==> config.mk <==
export PLATFORM = sky130hd
export DESIGN_NAME = self_organizing_list_search_flat
export DESIGN_NICKNAME = d
export VERILOG_FILES = /design/src/solc_pkg.sv /design/src/solc_in_if.sv /design/src/solc_out_if.sv /design/src/self_organizing_list_search.sv /design/src/solc_cell.sv /design/src/flat_wrapper.sv
export SDC_FILE = /design/constraint.sdc
export NUM_CORES = 1
export LEC_CHECK = 0
export BUFFER_PORTS_ARGS = -buffer_cell sky130_fd_sc_hd__buf_2
export CAP_MARGIN = 25
export CORE_UTILIZATION = 50
export CTS_BUF_LIST = sky130_fd_sc_hd__clkbuf_16
export CTS_CLUSTER_SIZE = 24
export DETAILED_ROUTE_END_ITERATION = 6
export PLACE_DENSITY = 0.79
export REMOVE_ABC_BUFFERS = 1
export SETUP_SLACK_MARGIN = 0.4
export SLEW_MARGIN = 20
export SYNTH_ARGS = -nofsm -noshare
export SYNTH_HDL_FRONTEND = slang
export SYNTH_SLANG_ARGS = --single-unit
==> constraint.sdc <==
create_clock -name clk -period 8.01 [get_ports clk]
set_input_delay 0 -clock clk [delete_from_list [all_inputs] [get_ports clk]]
set_output_delay 0 -clock clk [all_outputs]
set_load 0.005 [all_outputs]
==> src/solc_pkg.sv <==
// ----------------------------------------------------------------------------
// solc_pkg
// Shared types and constants for the self-organizing list search block.
// ----------------------------------------------------------------------------
package solc_pkg;

  localparam int KEY_W     = 32;
  localparam int OP_W      = 2;
  localparam int STAT_W    = 2;
  localparam int POS_OUT_W = 4;
  localparam int CNT_OUT_W = 5;
  localparam int POL_W     = 2;
  localparam int APB_DW    = 32;
  localparam int APB_AW    = 1;

  typedef enum logic [OP_W-1:0] {
    OP_APPEND = 2'd0,
    OP_SEARCH = 2'd1,
    OP_CLEAR  = 2'd2
  } op_t;

  typedef enum logic [STAT_W-1:0] {
    STAT_OK    = 2'd0,
    STAT_MISS  = 2'd1,
    STAT_FULL  = 2'd2,
    STAT_BADOP = 2'd3
  } status_t;

  typedef enum logic [POL_W-1:0] {
    POL_PLAIN     = 2'd0,
    POL_MTF       = 2'd1,
    POL_TRANSPOSE = 2'd2
  } policy_t;

  localparam logic [APB_AW-1:0] REG_POLICY = 1'b0;

  typedef enum logic [1:0] {
    CELL_HOLD  = 2'd0,
    CELL_LOAD  = 2'd1,
    CELL_SHIFT = 2'd2
  } cell_mode_t;

  typedef struct packed {
    logic       cmp;
    logic       in_list;
    cell_mode_t mode;
  } cell_ctrl_t;

endpackage

==> src/solc_in_if.sv <==
// ----------------------------------------------------------------------------
// solc_in_if
// Operation channel: one beat carries an operation code and a key.
// ----------------------------------------------------------------------------
interface solc_in_if;
  logic                                valid;
  logic                                ready;
  logic        [solc_pkg::OP_W-1:0]    operation;
  logic signed [solc_pkg::KEY_W-1:0]   key;

  modport source (output valid, output operation, output key, input ready);
  modport sink   (input valid, input operation, input key, output ready);
endinterface

==> src/solc_out_if.sv <==
// ----------------------------------------------------------------------------
// solc_out_if
// Result channel: one beat per operation with status, positions and count.
// ----------------------------------------------------------------------------
interface solc_out_if;
  logic                              valid;
  logic                              ready;
  logic [solc_pkg::STAT_W-1:0]       status;
  logic [solc_pkg::POS_OUT_W-1:0]    found_position;
  logic [solc_pkg::POS_OUT_W-1:0]    new_position;
  logic [solc_pkg::CNT_OUT_W-1:0]    entry_count;

  modport source (output valid, output status, output found_position,
                  output new_position, output entry_count, input ready);
  modport sink   (input valid, input status, input found_position,
                  input new_position, input entry_count, output ready);
endinterface

==> src/self_organizing_list_search.sv <==
// ----------------------------------------------------------------------------
// self_organizing_list_search
// Bounded self-organizing key list built from a row of compare-and-shift
// cells, with plain, move-to-front and transpose policies.
// ----------------------------------------------------------------------------
// Every operation passes through the row in order: the cycle that ends in the
// accept edge, a compare state in which all cells compare their key in
// parallel, a resolve state that finds the first hit across the row, and an
// update state that moves entries between neighboring cells and registers the
// result beat; the update state waits while a held result is not taken. The
// next operation is taken once the row is back in idle, so the row works on
// one operation at a time; the result register lets a new operation start
// while a result waits. Entries hold no reset value; only slots below the
// entry count are ever compared.
// ----------------------------------------------------------------------------
module self_organizing_list_search #(
  parameter int DEPTH = 16
) (
  input  logic                              clk,
  input  logic                              rst_n,
  solc_in_if.sink                           in_ch,
  solc_out_if.source                        out_ch,
  input  logic                              psel,
  input  logic                              penable,
  input  logic                              pwrite,
  input  logic [solc_pkg::APB_AW-1:0]       paddr,
  input  logic [solc_pkg::APB_DW-1:0]       pwdata,
  output logic [solc_pkg::APB_DW-1:0]       prdata,
  output logic                              pready
);
  import solc_pkg::*;

  localparam int PW = (DEPTH > 1) ? $clog2(DEPTH) : 1;
  localparam int CW = $clog2(DEPTH + 1);

  typedef enum logic [3:0] {
    S_IDLE = 4'b0001,
    S_CMP  = 4'b0010,
    S_RES  = 4'b0100,
    S_UPD  = 4'b1000
  } state_t;

  state_t           state_r, state_nxt;
  op_t              op_r;
  logic [KEY_W-1:0] key_r;
  logic [POL_W-1:0] policy_r;
  logic [CW-1:0]    count_r, count_nxt;

  logic             found_r, found_nxt;
  logic [PW-1:0]    pos_r, pos_nxt;
  logic [DEPTH-1:0] first_oh_r, first_oh_nxt;
  logic [DEPTH-1:0] none_before_r, none_before_nxt;

  logic [DEPTH-1:0] hit;
  logic [KEY_W-1:0] entry [DEPTH];
  cell_ctrl_t       ctrl [DEPTH];

  logic             out_valid_r;
  logic [STAT_W-1:0]    out_status_r;
  logic [POS_OUT_W-1:0] out_fpos_r;
  logic [POS_OUT_W-1:0] out_npos_r;
  logic [CNT_OUT_W-1:0] out_cnt_r;

  logic             adv;
  logic             full;
  status_t          stat_nxt;
  logic [PW-1:0]    fpos_nxt, npos_nxt;

  assign full = (count_r == CW'(DEPTH));
  assign adv  = (state_r == S_UPD) && (!out_valid_r || out_ch.ready);
  assign in_ch.ready = (state_r == S_IDLE);

  // Configuration port
  assign pready = 1'b1;
  assign prdata = (paddr == REG_POLICY) ? APB_DW'(policy_r) : '0;

  always_ff @(posedge clk) begin
    if (!rst_n) begin
      policy_r <= POL_PLAIN;
    end else if (psel && penable && pwrite && (paddr == REG_POLICY)) begin
      policy_r <= pwdata[POL_W-1:0];
    end
  end

  // Cell row
  for (genvar i = 0; i < DEPTH; i++) begin : g_cell
    always_comb begin
      ctrl[i].cmp     = (state_r == S_CMP);
      ctrl[i].in_list = (CW'(i) < count_r);
      ctrl[i].mode    = CELL_HOLD;
      if (adv) begin
        unique case (op_r)
          OP_APPEND: begin
            if (!full && (count_r == CW'(i))) ctrl[i].mode = CELL_LOAD;
          end
          OP_SEARCH: begin
            if (found_r) begin
              if (policy_r == POL_MTF) begin
                if (i == 0) ctrl[i].mode = CELL_LOAD;
                else if (none_before_r[i]) ctrl[i].mode = CELL_SHIFT;
              end else if (policy_r == POL_TRANSPOSE) begin
                if ((i > 0) && first_oh_r[i]) ctrl[i].mode = CELL_SHIFT;
                else if ((i < DEPTH - 1) && first_oh_r[(i + 1) % DEPTH])
                  ctrl[i].mode = CELL_LOAD;
              end
            end
          end
          default: ctrl[i].mode = CELL_HOLD;
        endcase
      end
    end

    solc_cell u_cell (
      .clk        (clk),
      .ctrl       (ctrl[i]),
      .key        (key_r),
      .prev_entry ((i == 0) ? key_r : entry[(i + DEPTH - 1) % DEPTH]),
      .entry      (entry[i]),
      .hit        (hit[i])
    );
  end

  // First-hit resolution
  always_comb begin
    logic acc;
    acc             = 1'b0;
    pos_nxt         = '0;
    first_oh_nxt    = '0;
    none_before_nxt = '0;
    for (int i = 0; i < DEPTH; i++) begin
      none_before_nxt[i] = !acc;
      first_oh_nxt[i]    = hit[i] && !acc;
      if (hit[i] && !acc) pos_nxt = pos_nxt | PW'(i);
      acc = acc | hit[i];
    end
    found_nxt = acc;
  end

  // Result and count
  always_comb begin
    count_nxt = count_r;
    stat_nxt  = STAT_OK;
    fpos_nxt  = '0;
    npos_nxt  = '0;
    unique case (op_r)
      OP_APPEND: begin
        if (full) begin
          stat_nxt = STAT_FULL;
        end else begin
          fpos_nxt  = count_r[PW-1:0];
          npos_nxt  = count_r[PW-1:0];
          count_nxt = count_r + CW'(1);
        end
      end
      OP_SEARCH: begin
        if (!found_r) begin
          stat_nxt = STAT_MISS;
        end else begin
          fpos_nxt = pos_r;
          npos_nxt = pos_r;
          if (policy_r == POL_MTF) npos_nxt = '0;
          else if ((policy_r == POL_TRANSPOSE) && (pos_r != '0))
            npos_nxt = pos_r - PW'(1);
        end
      end
      OP_CLEAR: count_nxt = '0;
      default:  stat_nxt  = STAT_BADOP;
    endcase
  end

  always_comb begin
    state_nxt = state_r;
    unique case (state_r)
      S_IDLE:  if (in_ch.valid) state_nxt = S_CMP;
      S_CMP:   state_nxt = S_RES;
      S_RES:   state_nxt = S_UPD;
      S_UPD:   if (adv) state_nxt = S_IDLE;
      default: state_nxt = S_IDLE;
    endcase
  end

  always_ff @(posedge clk) begin
    if (!rst_n) begin
      state_r     <= S_IDLE;
      count_r     <= '0;
      out_valid_r <= 1'b0;
    end else begin
      state_r <= state_nxt;
      if (adv) begin
        count_r     <= count_nxt;
        out_valid_r <= 1'b1;
      end else if (out_ch.ready) begin
        out_valid_r <= 1'b0;
      end
    end
  end

  always_ff @(posedge clk) begin
    if (in_ch.valid && in_ch.ready) begin
      op_r  <= op_t'(in_ch.operation);
      key_r <= in_ch.key;
    end
    if (state_r == S_RES) begin
      found_r       <= found_nxt;
      pos_r         <= pos_nxt;
      first_oh_r    <= first_oh_nxt;
      none_before_r <= none_before_nxt;
    end
    if (adv) begin
      out_status_r <= stat_nxt;
      out_fpos_r   <= POS_OUT_W'(fpos_nxt);
      out_npos_r   <= POS_OUT_W'(npos_nxt);
      out_cnt_r    <= CNT_OUT_W'(count_nxt);
    end
  end

  assign out_ch.valid          = out_valid_r;
  assign out_ch.status         = out_status_r;
  assign out_ch.found_position = out_fpos_r;
  assign out_ch.new_position   = out_npos_r;
  assign out_ch.entry_count    = out_cnt_r;
endmodule

==> src/solc_cell.sv <==
// ----------------------------------------------------------------------------
// solc_cell
// One list slot: holds a key, compares it to the search key, and loads
// either the key or its predecessor's entry.
// ----------------------------------------------------------------------------
module solc_cell (
  input  logic                               clk,
  input  solc_pkg::cell_ctrl_t               ctrl,
  input  logic [solc_pkg::KEY_W-1:0]         key,
  input  logic [solc_pkg::KEY_W-1:0]         prev_entry,
  output logic [solc_pkg::KEY_W-1:0]         entry,
  output logic                               hit
);
  import solc_pkg::*;

  logic [KEY_W-1:0] entry_r;
  logic [KEY_W-1:0] entry_nxt;
  logic             hit_r;

  always_comb begin
    case (ctrl.mode)
      CELL_LOAD:  entry_nxt = key;
      CELL_SHIFT: entry_nxt = prev_entry;
      default:    entry_nxt = entry_r;
    endcase
  end

  always_ff @(posedge clk) begin
    entry_r <= entry_nxt;
    if (ctrl.cmp) begin
      hit_r <= ctrl.in_list && (entry_r == key);
    end
  end

  assign entry = entry_r;
  assign hit   = hit_r;
endmodule

==> src/flat_wrapper.sv <==
// flat-port wrapper written by rule: the top's interface ports become plain ports
module self_organizing_list_search_flat import solc_pkg::*;
#(
  parameter int DEPTH = 16
)
  (clk, rst_n, psel, penable, pwrite, paddr, pwdata, prdata, pready, in_ch_valid, in_ch_operation, in_ch_key, in_ch_ready, out_ch_valid, out_ch_status, out_ch_found_position, out_ch_new_position, out_ch_entry_count, out_ch_ready);
  solc_in_if in_ch_i ();
  solc_out_if out_ch_i ();
  input  logic clk;
  input  logic rst_n;
  input  logic psel;
  input  logic penable;
  input  logic pwrite;
  input  logic [solc_pkg::APB_AW-1:0] paddr;
  input  logic [solc_pkg::APB_DW-1:0] pwdata;
  output logic [solc_pkg::APB_DW-1:0] prdata;
  output logic pready;
  input wire logic [$bits(in_ch_i.valid)-1:0] in_ch_valid;
  input wire logic [$bits(in_ch_i.operation)-1:0] in_ch_operation;
  input wire logic [$bits(in_ch_i.key)-1:0] in_ch_key;
  output wire logic [$bits(in_ch_i.ready)-1:0] in_ch_ready;
  output wire logic [$bits(out_ch_i.valid)-1:0] out_ch_valid;
  output wire logic [$bits(out_ch_i.status)-1:0] out_ch_status;
  output wire logic [$bits(out_ch_i.found_position)-1:0] out_ch_found_position;
  output wire logic [$bits(out_ch_i.new_position)-1:0] out_ch_new_position;
  output wire logic [$bits(out_ch_i.entry_count)-1:0] out_ch_entry_count;
  input wire logic [$bits(out_ch_i.ready)-1:0] out_ch_ready;
  assign in_ch_i.valid = in_ch_valid;
  assign in_ch_i.operation = in_ch_operation;
  assign in_ch_i.key = in_ch_key;
  assign in_ch_ready = in_ch_i.ready;
  assign out_ch_valid = out_ch_i.valid;
  assign out_ch_status = out_ch_i.status;
  assign out_ch_found_position = out_ch_i.found_position;
  assign out_ch_new_position = out_ch_i.new_position;
  assign out_ch_entry_count = out_ch_i.entry_count;
  assign out_ch_i.ready = out_ch_ready;
  self_organizing_list_search #(.DEPTH(DEPTH)) u_core (.clk(clk), .rst_n(rst_n), .in_ch(in_ch_i), .out_ch(out_ch_i), .psel(psel), .penable(penable), .pwrite(pwrite), .paddr(paddr), .pwdata(pwdata), .prdata(prdata), .pready(pready));
endmodule
======== Word level (Yosys, flattened, before mapping) ========
Index checks and enable logic that the tools add are counted.
cells by class
  add/subtract/negate cells ............... 2
  $mul .................................... 0
  div/mod/pow operators ................... 0
  $lt $le $gt $ge ......................... 16
  equality and inequality tests ........... 74
  shifts and indexed selects .............. 0
  muxes and demuxes ....................... 187
  bitwise operators ....................... 16
  reduce and logical (&&, ||, !) cells .... 95
operators with widths
  operator                                                             count
  32-bit case mux with 2 select lines                                  15
  32-bit == test                                                       16
  2-bit two-way mux                                                    95
  2-bit case mux with 2 select lines                                   16
  1-bit logical AND                                                    53
  4-bit two-way mux                                                    13
  5-bit by 4-bit == test with 1-bit output, second input constant      8
  4-bit by 5-bit < comparator with 1-bit output, first input constant  8
  1-bit two-way mux                                                    38
  2-bit by 1-bit == test with 1-bit output, second input constant      18
  2-bit == test, second input constant                                 18
  2-bit nonzero test                                                   16
  5-bit by 3-bit == test with 1-bit output, second input constant      4
  3-bit by 5-bit < comparator with 1-bit output, first input constant  4
  1-bit zero test                                                      17
  4-bit case mux with 2 select lines                                   2
  4-bit case mux with 4 select lines                                   1
  1-bit OR                                                             15
  3-bit two-way mux                                                    4
  5-bit by 2-bit == test with 1-bit output, second input constant      2
  1-bit by 5-bit < comparator with 1-bit output, first input constant  2
  2-bit by 5-bit < comparator with 1-bit output, first input constant  2
  5-bit case mux with 2 select lines                                   1
  8-bit OR reduction                                                   1
  20 further kinds                                                     21
word-level totals
  flip-flop bits (word level) ............. 625
  bits in latches ......................... 0
  RAM bits ................................ 0
  ROM bits ................................ 0
  input port bits ......................... 74
  output and inout bits ................... 50
  memories kept ........................... 0

======== Depth between registers and ports, before layout ========
Gate-level depths: netlist of run 1.
  depth after elaboration ................. 17
  gate-level depth with buffers ........... 11
  depth with buffers taken out ............ 8

======== By module ========
A second synthesis of run 1 with hierarchy kept.
unflattened totals
  cell total of the unflattened synthesis .. 2295
  area total of the unflattened synthesis .. 32721.4 um^2
by module, submodules not included
  module                                     times used  cells an instance  area an instance (um^2)
  solc_cell at u_core.g_cell[12].u_cell ...  13          116                1746.7
  solc_cell at u_core.g_cell[0].u_cell ...   3           116                1745.4
  self_organizing_list_search                1           439                4778.3

======== Worst setup path before layout of run 1 ========
Ideal clock, no wire load.
  path kind ............................... reg2reg
  start ................................... register u_core.state_r[3]
  end ..................................... register u_core.first_oh_r[10], enable pin
  arrival ................................. 4.071 ns
  data required time ...................... 7.482 ns
  path slack .............................. 3.412 ns
  stages on the path, launching flop included .. 2
  path buffers ............................ 0
  clock period less this slack ............ 4.598 ns
  cell sequence ........................... dfxtp_1 > nor4b_1
between the ends
  word-level cells in the longest chain between the ends .. 1
ends and longest elaborated chain
  item                                      line                                source
  start: declaration                        self_organizing_list_search.sv:43   state_t state_r, state_nxt;
  start signal: assignment                  self_organizing_list_search.sv:188  state_r <= state_nxt;
  4-bit by 3-bit == test with 1-bit output  self_organizing_list_search.sv:203  if (state_r == S_RES) begin
  end signal: assignment                    self_organizing_list_search.sv:206  first_oh_r <= first_oh_nxt;
  end: declaration                          self_organizing_list_search.sv:51   logic [DEPTH-1:0] first_oh_r, first_oh_nxt;
Every way passes these cells.
A chain may end at the register's enable or synchronous reset.

======== Final worst setup path of run 1 ========
  start ................................... register u_core.state_r[3]
  end ..................................... register u_core.g_cell[2].u_cell.entry_r[3] (data pin)
between the ends
  word-level cells in the longest chain between the ends .. 5
  elaborated cells on any way between the ends .. 6
ends and longest elaborated chain
  item                                                                       line                               source
  4-bit == test (*)                                                          self_organizing_list_search.sv:70  assign adv = (state_r == S_UPD) && (!out_valid_r || out_ch.ready);
  1-bit logical AND (*)                                                      self_organizing_list_search.sv:70
  2-bit two-way mux (*)                                                      self_organizing_list_search.sv:91  if (adv) begin
  2-bit == test or 2-bit by 1-bit == test with 1-bit output (tied branches)  solc_cell.sv:21                    case (ctrl.mode)
  32-bit case mux with 2 select lines (*)                                    solc_cell.sv:21
  via u_core.g_cell[2].u_cell.entry_nxt[3]                                   solc_cell.sv:17                    logic [KEY_W-1:0] entry_nxt;
  end signal: assignment                                                     solc_cell.sv:29                    entry_r <= entry_nxt;
  end: declaration                                                           solc_cell.sv:16                    logic [KEY_W-1:0] entry_r;
Mark *: on every way through the listed nets, which the timed path passes. The rest lies on a longest branch.

==> results of run 1 <==
## worst reg2reg max path: cells and delay by family (launching register included)
kind	cells	cell delay [ps]
fa+ha+maj	1	170
flops	1	460
simple gates	4	1240
mux	1	470
buf+inv	2	690
## cells in the final DEF (no fill, tap or decap), types with 35 or more instances in the layout
master         synthesis  final
buf_2                 32     62
buf_4                 35     55
clkbuf_16              0     71
dlygate4sd3_1          0     44
edfxtp_1             612    612
inv_1                 44     52
mux2_2               481    481
nor2_1                35     35
nor4_1               123    122
xnor2_1               46     46
xor2_1               467    467
## cell usage after synthesis, types with 28 or more instances
master and count:
nand4_1 28, inv_1 44, buf_2 32, nor2_1 35, xor2_1 467, xnor2_1 46, mux2_2 481, nor4_1 123
nand2_1 28, edfxtp_1 612, buf_1 38, buf_4 35, clkbuf_1 131
## layer usage
layer  track usage  vias to the layer above
met5             0                        -
met4        0.0901                        0
met3        0.0347                      178
met2         0.404                      679
met1         0.300                     9572
li1              -                     8600
## flip-flops by register name (all words and copies together), names as in the netlist
register and cells:
u_core.out_ch.status 2, u_core.out_ch.found_position 4, u_core.state_r 4, u_core.out_ch.new_position 4
u_core.out_ch.valid 1, u_core.pos_r 4, u_core.g_cell.u_cell.entry 512, u_core.policy_r 2
u_core.none_before_r 15, u_core.first_oh_r 15, u_core.g_cell.u_cell.hit 16, u_core.out_ch.entry_count 5
u_core.op_r 2, u_core.key_r 32, u_core.found_r 1, u_core.count_r 5
## cells by family after synthesis
group,synth area share
flops,0.572
xor+xnor,0.138
mux,0.168
simple gates,0.0576
buf+inv,0.0378
compound gates,0.0181
fa+ha+maj,0.00922
other cells,0.000231
## cell type report
type / count / area [um2] / area share
Clock buffer: 71 / 1780 / 0.0492
Clock inverter: 43 / 359 / 0.00995
Tap cell: 855 / 1070 / 0.0296
Multi-Input combinational cell: 1465 / 12800 / 0.356
Inverter: 45 / 169 / 0.00468
Timing Repair Buffer: 166 / 1260 / 0.0350
Sequential cell: 624 / 18600 / 0.516
## power groups by stage
stage | logic (uW) | clock network (uW) | registers, uW
after global placement | 809 | 0 | 3750
after global routing | 918 | 3220 | 3680
after detailed placement | 828 | 0 | 3750
after floorplan | 438 | 0 | 3870
final | 862 | 3070 | 3680
after CTS | 856 | 3100 | 3680
## path summary, 6_finish.rpt
path / from / to / slack, ps / cells after the start
max: u_core.state_r[3] / u_core.g_cell[2].u_cell.entry[3] / 4720 / 8
min: in_ch_operation[0] / u_core.op_r[0] / 110 / 2
max reg2reg: u_core.state_r[3] / u_core.g_cell[2].u_cell.entry[3] / 4720 / 8
min reg2reg: u_core.g_cell[14].u_cell.entry[23] / u_core.g_cell[15].u_cell.entry[23] / 580 / 1
## through the flow
step                      setup WS (ps)  total power [uW]
final                              4720              7610
after detailed placement           4430              4580
after global placement             4390              4560
after floorplan                    3410              4310
after CTS                          4410              7640
after global routing               4490              7820
## what timing repair did
item	4_1_cts	5_1_grt
hold endpoints to repair	46	0
hold buffers	44	0
buffers inserted	0	0
==> results.md, run 1 <==
* P per Cell Area at 211 nW/um2
* Nets at 2467
* Count of clock tree sinks at 624
* Effective utilization at floorplan at 0.505
* Max-Cap Viols at 0
* Average footprint of a synthesized cell at 13.9 um2
* Combined buffer and inverter count along the critical path at 2
* Via density per instance at 5.82
* Post-synth cell types at 54
* Cells taking the most area after synthesis: edfxtp_1 56%, mux2_2 17%, xor2_1 13%, nor4_1 2.4%, clkbuf_1 1.5%
* Length of routed met2 wiring at 39300 um
* CP max stage delay at 460 ps
* Maximum VDD drop at 157 uV
* CTS tree: built
* Post-synth top area cell: edfxtp_1
* Hold violation count in the final report at 0
* Grt ovf at 0
* Cell total after placement at 3110
* Total half-perimeter wirelength after legalization and detailed placement at 50800 um
* Post-route standard cell area excluding fillers at 36100 um2
* Post-route clock skew at 19.3 ps
* Core region area at 64500 um2
* Share of synthesized flip-flops with an asynchronous set or reset at 0
* Uppermost metal layer occupied by signal nets: met4
* Min-delay worst type: input port to flop
* Share of power burned in registers at 0.484
* Part of the power in the clock network at 0.403
* Critical path's most frequent cell: buf_4
* Min cycle time layout at 3290 ps
* Number of gates resized after cts at 0
* Ratio of final minimum period to clock period at 0.410
* Total setup violations reported at the end of the flow at 0
* Static leakage at 0.0123 uW
* Number of standard cells in the final layout excluding fillers at 3269
* Io pins at 124
* Share of layout cells above drive strength 1 at 0.291
* Overall via count from detail_route at 19000
* Wire length of the first global-routing pass at 119000 um
* GRT Overall Usage at 0.235
* Die area at 66200 um2
* Crit-path cells: nor4b_1, nor2b_2, buf_4, nand2_1, nor2_1, ha_1, buf_4, mux2_2
* Critical Path AT at 3630 ps
* Detailed router's first-iteration violation count at 1873
* Maximum number of pins on one net before global-route repair at 36
* RSZ-0062 raised after global routing: false
* Sequential-to-total area share from yosys stat at 0.572
* Post-synthesis sequential element count at 624
* Antenna violations before repair at 1
* Maximum clock rate at 304 MHz
* Number of iterations in the first detailed-routing pass at 5
* Switching share of total power at 0.234
* Worst EP required at 8350 ps
* Die extent in y at 257 um
* Relative max-transition margin at 0.311
* Net switching power at 1780 uW
* Cell Rows at 93
* Maximum level of the CTS H-tree at 3
* CP max-delay cell: dfxtp_1
* CP startpoint kind: flop
* Post-Route M1 WL at 32400 um
* Internal Dissipation at 5830 uW
* Worst-skew pair later-pin latency at 610 ps
* Top_reg_cell synth: edfxtp_1
* Hold Worst Slack at 114 ps
* Clock buffers created by TritonCTS at 67
* Crit path capture type: flop
* Critical path type: flop to flop
* Buffers on Ports at 62
* Routed wire length on met3 at 3960 um
* DRC Markers at 0
* Count of fill cells added during filler insertion at 4997
* Antenna-violating nets left at 0
* Routed wirelength normalized by instance count at 24.0 um
* Final Wtd Congestion at 0.952
* Slew of the pin with the lowest slew margin at 1030 ps
* Crit path max-delay family: simple AND/OR/NAND/NOR gates
* DIE WIDTH at 257 um
* Final count of pins violating max slew at 0
* Register clock-pin slew on the reported worst setup and hold paths at 60 ps
* Number of standard cells after synthesis at 2342
* Post-synth EDFFs at 612
* Run status: finished, final reports clean
* End-of-flow core utilization at 0.560
* Longest Clk Path Bufs at 3
* Via count of the first global-routing pass at 19700
* Post-synthesis to final-layout area growth at 10.8%
* Total Negative Setup Slacks at 0 ps
* Max Fanout on Critical Path at 32
* Cell Area, Synth at 32600 um2
* Post-detailed-routing wire length at 78400 um
* Comb power frac at 0.113
* Fraction of post-synthesis cell area in the top cell type by area at 0.564
* Root buffer cell: clkbuf_16
* Synthesis warning total at 0
* Placement-stage cell area at 33500 um2
* Number of inserted diodes at 0
No activity file was read; power rests on OpenSTA's default activity.
==> run 2, diff against run 1 <==
--- a/config.mk
+++ b/config.mk
@@ -11,7 +11,7 @@
 export CTS_BUF_LIST = sky130_fd_sc_hd__clkbuf_16
 export CTS_CLUSTER_SIZE = 24
 export DETAILED_ROUTE_END_ITERATION = 6
-export PLACE_DENSITY = 0.79
+export PLACE_DENSITY = 0.81
 export REMOVE_ABC_BUFFERS = 1
 export SETUP_SLACK_MARGIN = 0.4
 export SLEW_MARGIN = 20
==> constraint.sdc (replaced) <==
create_clock -name clk -period 3 [get_ports clk]
set_input_delay 0 -clock clk [delete_from_list [all_inputs] [get_ports clk]]
set_output_delay 0 -clock clk [all_outputs]
set_load 0.005 [all_outputs]
==> run 2 against run 1 <==
Compared with the run above: clock skew is 3.7 ps lower; clock power rose to 2.7 times the previous value; final cell count is 3.5% higher; critical path depth is 2 lower; global-route usage increased by 0.44 points; combinational power increased to 2.9 times the previous value; highest routed layer unchanged.
==> results.md, run 2 (synthesis results as in run 1) <==
* Worst-skew pair later-pin latency at 600 ps (about the same)
* Share of layout cells above drive strength 1 at 0.330 (+0.0395)
* Critical path type: flop to flop
* Total half-perimeter wirelength after legalization and detailed placement at 54700 um (+7.7%)
* Maximum clock rate at 384 MHz (+26%)
* Longest Clk Path Bufs at 3 (unchanged)
* GR met2 Demand/Resource at 0.406 (+0.00232)
* Switching share of total power at 0.232 (-0.00184)
* Crit-path cells: buf_4, xor2_1, nor4_1, nand4_1, nor4_4, buf_4
* Critical Path AT at 3070 ps (-560 ps)
* Nets at 2577 (+4.5%)
* Commonest cells after routing, fill and taps aside: 612 x edfxtp_1, 481 x mux2_2, 467 x xor2_1
* Overall via count from detail_route at 19800 (+4.0%)
* Post-route standard cell area excluding fillers at 37700 um2 (+4.4%)
* Final Wtd Congestion at 0.907 (-4.7%)
* RSZ-0062 raised after global routing: true
* CTS tree: built
* Critical path's most frequent cell: buf_4
* Most common cell after layout, fill and taps aside: edfxtp_1
* Root buffer cell: clkbuf_16
* Hold Crit Endpoint: u_core.key_r[29]
* Maximum number of pins on one net before global-route repair at 36 (unchanged)
* Run status: finished, final reports clean
* Worst EP required at 3470 ps (-4880 ps)
* Antenna-violating nets left at 0 (unchanged)
* Depth of the worst register-to-register path at 6 (-2)
* Die extent in y at 257 um (unchanged)
* Min-delay worst type: input port to flop
* Wire length of the first global-routing pass at 121000 um (+1.9%)
* Max-Cap Viols at 0 (unchanged)
* Largest register FFs at 512 (unchanged)
* Met3 Usage GRT at 0.0314 (-0.00325)
* Min cycle time layout at 2600 ps (-687 ps)
* Comb power frac at 0.121 (+0.008)
* Die area at 66200 um2 (unchanged)
* Post-detailed-routing wire length at 80500 um (+2.7%)
* GRT Overall Usage at 0.240 (+0.00443)
* Origin of the worst min-delay path: in_ch_key[29]
* Worst-case register-to-register setup slack at 400 ps (-4320 ps)
* Buffers on Ports at 62 (unchanged)
* Share of power burned in registers at 0.475 (-0.009)
* Critical R2R Capture: u_core.g_cell[13].u_cell.hit
* Cells on Worst Hold Path at 2 (unchanged)
* P per Cell Area at 552 nW/um2 (+160%)
* Met1 Usage GRT at 0.311 (+0.0101)
* CP max stage delay at 600 ps (+140 ps)
* Final count of pins violating max slew at 0 (unchanged)
* Placement-stage cell area at 34500 um2 (+3.0%)
* Startpoint of the most critical register-to-register path: u_core.key_r[28]
* Via count of the first global-routing pass at 20100 (+2.3%)
* Net switching power at 4830 uW (+170%)
* Core region area at 64500 um2 (unchanged)
* Post-synthesis to final-layout area growth at 15.7%
* DRC Markers at 0 (unchanged)
* Register clock-pin slew on the reported worst setup and hold paths at 60 ps (about the same)
* Ratio of final minimum period to clock period at 0.867 (+0.456)
* Part of the power in the clock network at 0.404 (about the same)
* Maximum VDD drop at 463 uV (+190%)
* Number of iterations in the first detailed-routing pass at 7 (+2)
* Internal Dissipation at 16000 uW (+170%)
* CP startpoint kind: flop
* Relative max-transition margin at 0.461 (+0.150)
* Hold violation count in the final report at 0 (unchanged)
* Grt ovf at 0 (unchanged)
* Cell Rows at 93 (unchanged)
* Effective utilization at floorplan at 0.505 (unchanged)
* Crit path capture type: flop
* Count of clock tree sinks at 624 (unchanged)
* Via density per instance at 5.85 (+0.48%)
* End-of-flow core utilization at 0.585 (+0.0248)
* Maximum level of the CTS H-tree at 3 (unchanged)
* Antenna violations before repair at 0 (-1)
* Io pins at 124 (unchanged)
* Slew of the pin with the lowest slew margin at 798 ps (-235 ps)
* Busiest layer in global routing: met2
* Detailed router's first-iteration violation count at 1874 (+0.053%)
* Number of inserted diodes at 0 (unchanged)
* Max Fanout on Critical Path at 18 (-44%)
* Static leakage at 0.0131 uW (+6.4%)
* Total setup violations reported at the end of the flow at 0 (unchanged)
* Post-route clock skew at 15.6 ps (-3.75 ps)
* DIE WIDTH at 257 um (unchanged)
* Clock buffers created by TritonCTS at 66 (-1.5%)
* CP max-delay cell: edfxtp_1
* Routed wirelength normalized by instance count at 23.8 um (-0.80%)
==> run 2: cell type report <==
cell class	count	area, um2
Fill cell	4855	26800
Sequential cell	624	18600
Multi-Input combinational cell	1465	13000
Timing Repair Buffer	277	2630
Clock buffer	70	1750
Tap cell	855	1070
Clock inverter	47	465
Inverter	45	169
==> run 2: worst max-delay path by stage <==
stage	cells past startpoint	slack, ps	end	start
after floorplan	1	-1600	u_core.first_oh_r[10]	u_core.state_r[3]
after global placement	6	4	u_core.g_cell[13].u_cell.hit	u_core.key_r[5]
after detailed placement	6	-4	u_core.g_cell[13].u_cell.hit	u_core.key_r[5]
after CTS	6	340	u_core.g_cell[13].u_cell.hit	u_core.key_r[7]
after global routing	6	330	u_core.g_cell[13].u_cell.hit	u_core.key_r[28]
final	6	400	u_core.g_cell[13].u_cell.hit	u_core.key_r[28]
==> run 2: critical path: cells and delay by family, from the launching register on <==
family	cells	cell delay, ps
buffers and inverters	2	560
flip-flops	1	600
AND/OR/NAND/NOR	3	1170
XOR/XNOR	1	120
==> run 2: timing repair <==
action,in CTS,in global routing
setup buffers,23,13
hold endpoints to repair,46,0
resized for setup,22,20
setup endpoints to repair,903,758
pin swaps,1,3
hold buffers,44,0
gates cloned,1,2
==> run 2: per-layer routing <==
layer  share of wire  up-vias
li1                -     8801
met1            0.40    10000
met2            0.50      794
met3           0.060      180
met4           0.040        0
met5               0        -
==> run 2: stage by stage <==
stage | cells | hold WS [ps] | setup TNS (ps) | total power, uW | setup slack [ps]
2_1_floorplan | 2134 | 30.2 | -1087720 | 11500 | -1600
3_3_place_gp | 3183 | 180 | 0 | 12300 | 3.69
3_5_place_dp | 3183 | 179 | -3.62 | 12300 | -3.62
4_1_cts | 3368 | 95.1 | 0 | 20800 | 337
5_1_grt | 3383 | 110 | 0 | 21400 | 334
6_report | 3383 | 118 | 0 | 20800 | 399
==> run 2: power groups by stage <==
stage / registers [uW] / logic (uW) / clock network, uW
after floorplan: 10300 / 1170 / 0
after global placement: 10100 / 2120 / 0
final: 9880 / 2520 / 8410
after CTS: 9900 / 2410 / 8490
after global routing: 9880 / 2670 / 8830
after detailed placement: 10100 / 2190 / 0
==> run 3, diff against run 2 <==
--- a/config.mk
+++ b/config.mk
@@ -5,13 +5,13 @@
 export SDC_FILE = /design/constraint.sdc
 export NUM_CORES = 1
 export LEC_CHECK = 0
-export BUFFER_PORTS_ARGS = -buffer_cell sky130_fd_sc_hd__buf_2
 export CAP_MARGIN = 25
 export CORE_UTILIZATION = 50
 export CTS_BUF_LIST = sky130_fd_sc_hd__clkbuf_16
 export CTS_CLUSTER_SIZE = 24
 export DETAILED_ROUTE_END_ITERATION = 6
-export PLACE_DENSITY = 0.81
+export DONT_BUFFER_PORTS = 1
+export PLACE_DENSITY = 0.8
 export REMOVE_ABC_BUFFERS = 1
 export SETUP_SLACK_MARGIN = 0.4
 export SLEW_MARGIN = 20
==> run 3 against run 2 <==
Compared with the run above: core utilization fell by 0.49 points; die area did not move; maximum frequency rose by 1.5%; final cell count fell by 1.6%; combinational power fell by 2%; clock power fell by 2.4%; non-clock buffer count fell by 58; power fell by 1.1%; sequential share of layout area rose by 0.41 points; sequential power barely moved; worst setup slack improved by 39 ps; sequential cell count did not move; largest power group unchanged.
==> results.md, run 3 (synthesis results as in run 1) <==
* Run status: finished, final reports clean
* Count of fill cells added during filler insertion at 4874 (+0.39%)
* Detailed router's first-iteration violation count at 1926 (+2.8%)
* Setup slack at placement at 87.5 ps (+91.1 ps)
* Wire length of the first global-routing pass at 119000 um (-1.8%)
* Effective utilization at floorplan at 0.505 (unchanged)
* DIE WIDTH at 257 um (unchanged)
* Worst-skew pair later-pin latency at 620 ps (+20 ps)
* Antenna violations before repair at 2 (+2)
* Origin of the worst min-delay path: in_ch_valid
* Io pins at 124 (unchanged)
* Post-route clock skew at 30.5 ps (+15.0 ps)
* Share of layout cells above drive strength 1 at 0.318 (-0.0123)
* Via density per instance at 5.81 (-0.63%)
* Core region area at 64500 um2 (unchanged)
* Root buffer cell: clkbuf_16
* Die extent in y at 257 um (unchanged)
* Nets at 2519 (-2.3%)
* Final count of pins violating max slew at 0 (unchanged)
* Static leakage at 0.0128 uW (-2.4%)
* Crit-path cells: buf_4, xor2_1, nor4_1, nand3_1, nor4_2, buf_4
* Die area at 66200 um2 (unchanged)
* Maximum level of the CTS H-tree at 3 (unchanged)
* Clock buffers created by TritonCTS at 66 (unchanged)
* Critical path's most frequent cell: buf_4
* Post-synthesis to final-layout area growth at 14.8%
* Least setup slack across all paths after layout at 438 ps (+39.2 ps)
* Depth of the worst register-to-register path at 6 (unchanged)
* Relative max-transition margin at 0.526 (+0.0649)
* Critical Path AT at 3040 ps (-30 ps)
* Critical path type: flop to flop
* Maximum number of pins on one net before global-route repair at 36 (unchanged)
* P per Cell Area at 550 nW/um2 (-0.27%)
* Hold Crit Endpoint: u_core.op_r[1]
* Grt ovf at 0 (unchanged)
* Antenna-violating nets left at 0 (unchanged)
* Number of iterations in the first detailed-routing pass at 6 (-1)
* Max-Cap Viols at 0 (unchanged)
* Overall via count from detail_route at 19300 (-2.2%)
* Maximum clock rate at 390 MHz (+1.5%)
* GRT Overall Usage at 0.237 (-0.00333)
* Largest register FFs at 512 (unchanged)
* Startpoint of the most critical register-to-register path: u_core.key_r[17]
* Buffers on Ports at 0 (-100%)
* Worst-case register-to-register setup slack at 440 ps (+40 ps)
* Crit path capture type: flop
* Number of standard cells in the final layout excluding fillers at 3328 (-1.6%)
* CP max-delay cell: edfxtp_1
* CP startpoint kind: flop
* CP max stage delay at 600 ps (about the same)
* Ratio of final minimum period to clock period at 0.854 (-0.0131)
* Total setup violations reported at the end of the flow at 0 (unchanged)
* Critical R2R Capture: u_core.g_cell[14].u_cell.hit
* Maximum VDD drop at 405 uV (-13%)
* Worst EP required at 3480 ps (about the same)
* Hold violation count in the final report at 0 (unchanged)
* Cell Rows at 93 (unchanged)
* Routed wirelength normalized by instance count at 24.1 um (+1.3%)
* Final Wtd Congestion at 0.944 (+4.1%)
* Min cycle time layout at 2560 ps (-39.2 ps)
* Crit path from: u_core.key_r[17]
* Most common cell after layout, fill and taps aside: edfxtp_1
* Cell total after placement at 3130 (-1.7%)
* Commonest cells after routing, fill and taps aside: 612 x edfxtp_1, 481 x mux2_2, 467 x xor2_1
* Via count of the first global-routing pass at 19700 (-2.3%)
* Register clock-pin slew on the reported worst setup and hold paths at 60 ps (about the same)
* Count of clock tree sinks at 624 (unchanged)
* DRC Markers at 0 (unchanged)
* Cells on Worst Hold Path at 1 (-1)
* Post-detailed-routing wire length at 80200 um (-0.36%)
* Total half-perimeter wirelength after legalization and detailed placement at 55300 um (+1.0%)
* Slew of the pin with the lowest slew margin at 704 ps (-93.8 ps)
* Max Fanout on Critical Path at 12 (-6)
* CTS tree: built
* RSZ-0062 raised after global routing: true
* Min-delay worst type: input port to flop
* Longest Clk Path Bufs at 3 (unchanged)
==> run 3: worst max-delay path: cells and delay by family, from the launching register on <==
| kind | cells | cell delay, ps |
|---|---|---|
| DFF | 1 | 600 |
| and+or+nand+nor | 3 | 1150 |
| xor gates and xnor gates | 1 | 170 |
| buffers and inverters | 2 | 490 |
==> run 3: power breakdown <==
group | internal (uW) | switching [uW]
clock | 4750 | 3470
sequential | 9770 | 120
combinational | 1120 | 1350
total | 15600 | 4940
==> run 3: what timing repair did <==
| item | 4_1_cts | 5_1_grt |
|---|---|---|
| gates resized for setup | 21 | 31 |
| endpoints found under the setup margin | 546 | 835 |
| endpoints found under the hold margin | 46 | 0 |
| gates cloned | 0 | 4 |
| hold buffers | 44 | 0 |
| pin swaps | 0 | 1 |
| setup buffers | 20 | 10 |
==> run 3: metal layers <==
metal	wire, um	global-route usage	vias up
met2	39700	0.399	774
met4	2770	0.0891	0
met1	32300	0.306	9718
li1	-	-	8696
met5	0	0	-
met3	5470	0.0383	154
==> run 3: stage by stage <==
stage	area [um2]	TNS, ps	hold WS, ps	total power (uW)	utilization
floorplan	31600	-1087720	30.2	11500	-
global placement	34200	0	34.9	12300	0.530
detailed placement	34200	0	32.9	12300	0.530
CTS	37000	0	1.50	20600	0.574
global route	37400	0	5.63	21100	0.580
finish	37400	0	23.2	20600	0.580
==> run 3: worst max path at each step <==
stage                                        end  slack (ps)  depth (start not counted)
3_3_place_gp        u_core.g_cell[12].u_cell.hit         140                          6
6_report            u_core.g_cell[14].u_cell.hit         440                          6
3_5_place_dp        u_core.g_cell[12].u_cell.hit          90                          6
4_1_cts        u_core.g_cell[1].u_cell.entry[28]         400                          9
5_1_grt             u_core.g_cell[14].u_cell.hit         350                          6
2_1_floorplan              u_core.first_oh_r[10]       -1600                          1
==> run 3: cell type report <==
type                    instances  area [um2]  area share
inverters                      45         169     0.00452
well taps                     855        1070      0.0286
multi-input cells            1465       13000       0.349
diodes                          1        2.50   0.0000669
clock buffers                  68        1700      0.0455
repair buffers                219        2330      0.0624
flip-flops and latches        624       18600       0.498
clock inverters                51         454      0.0121
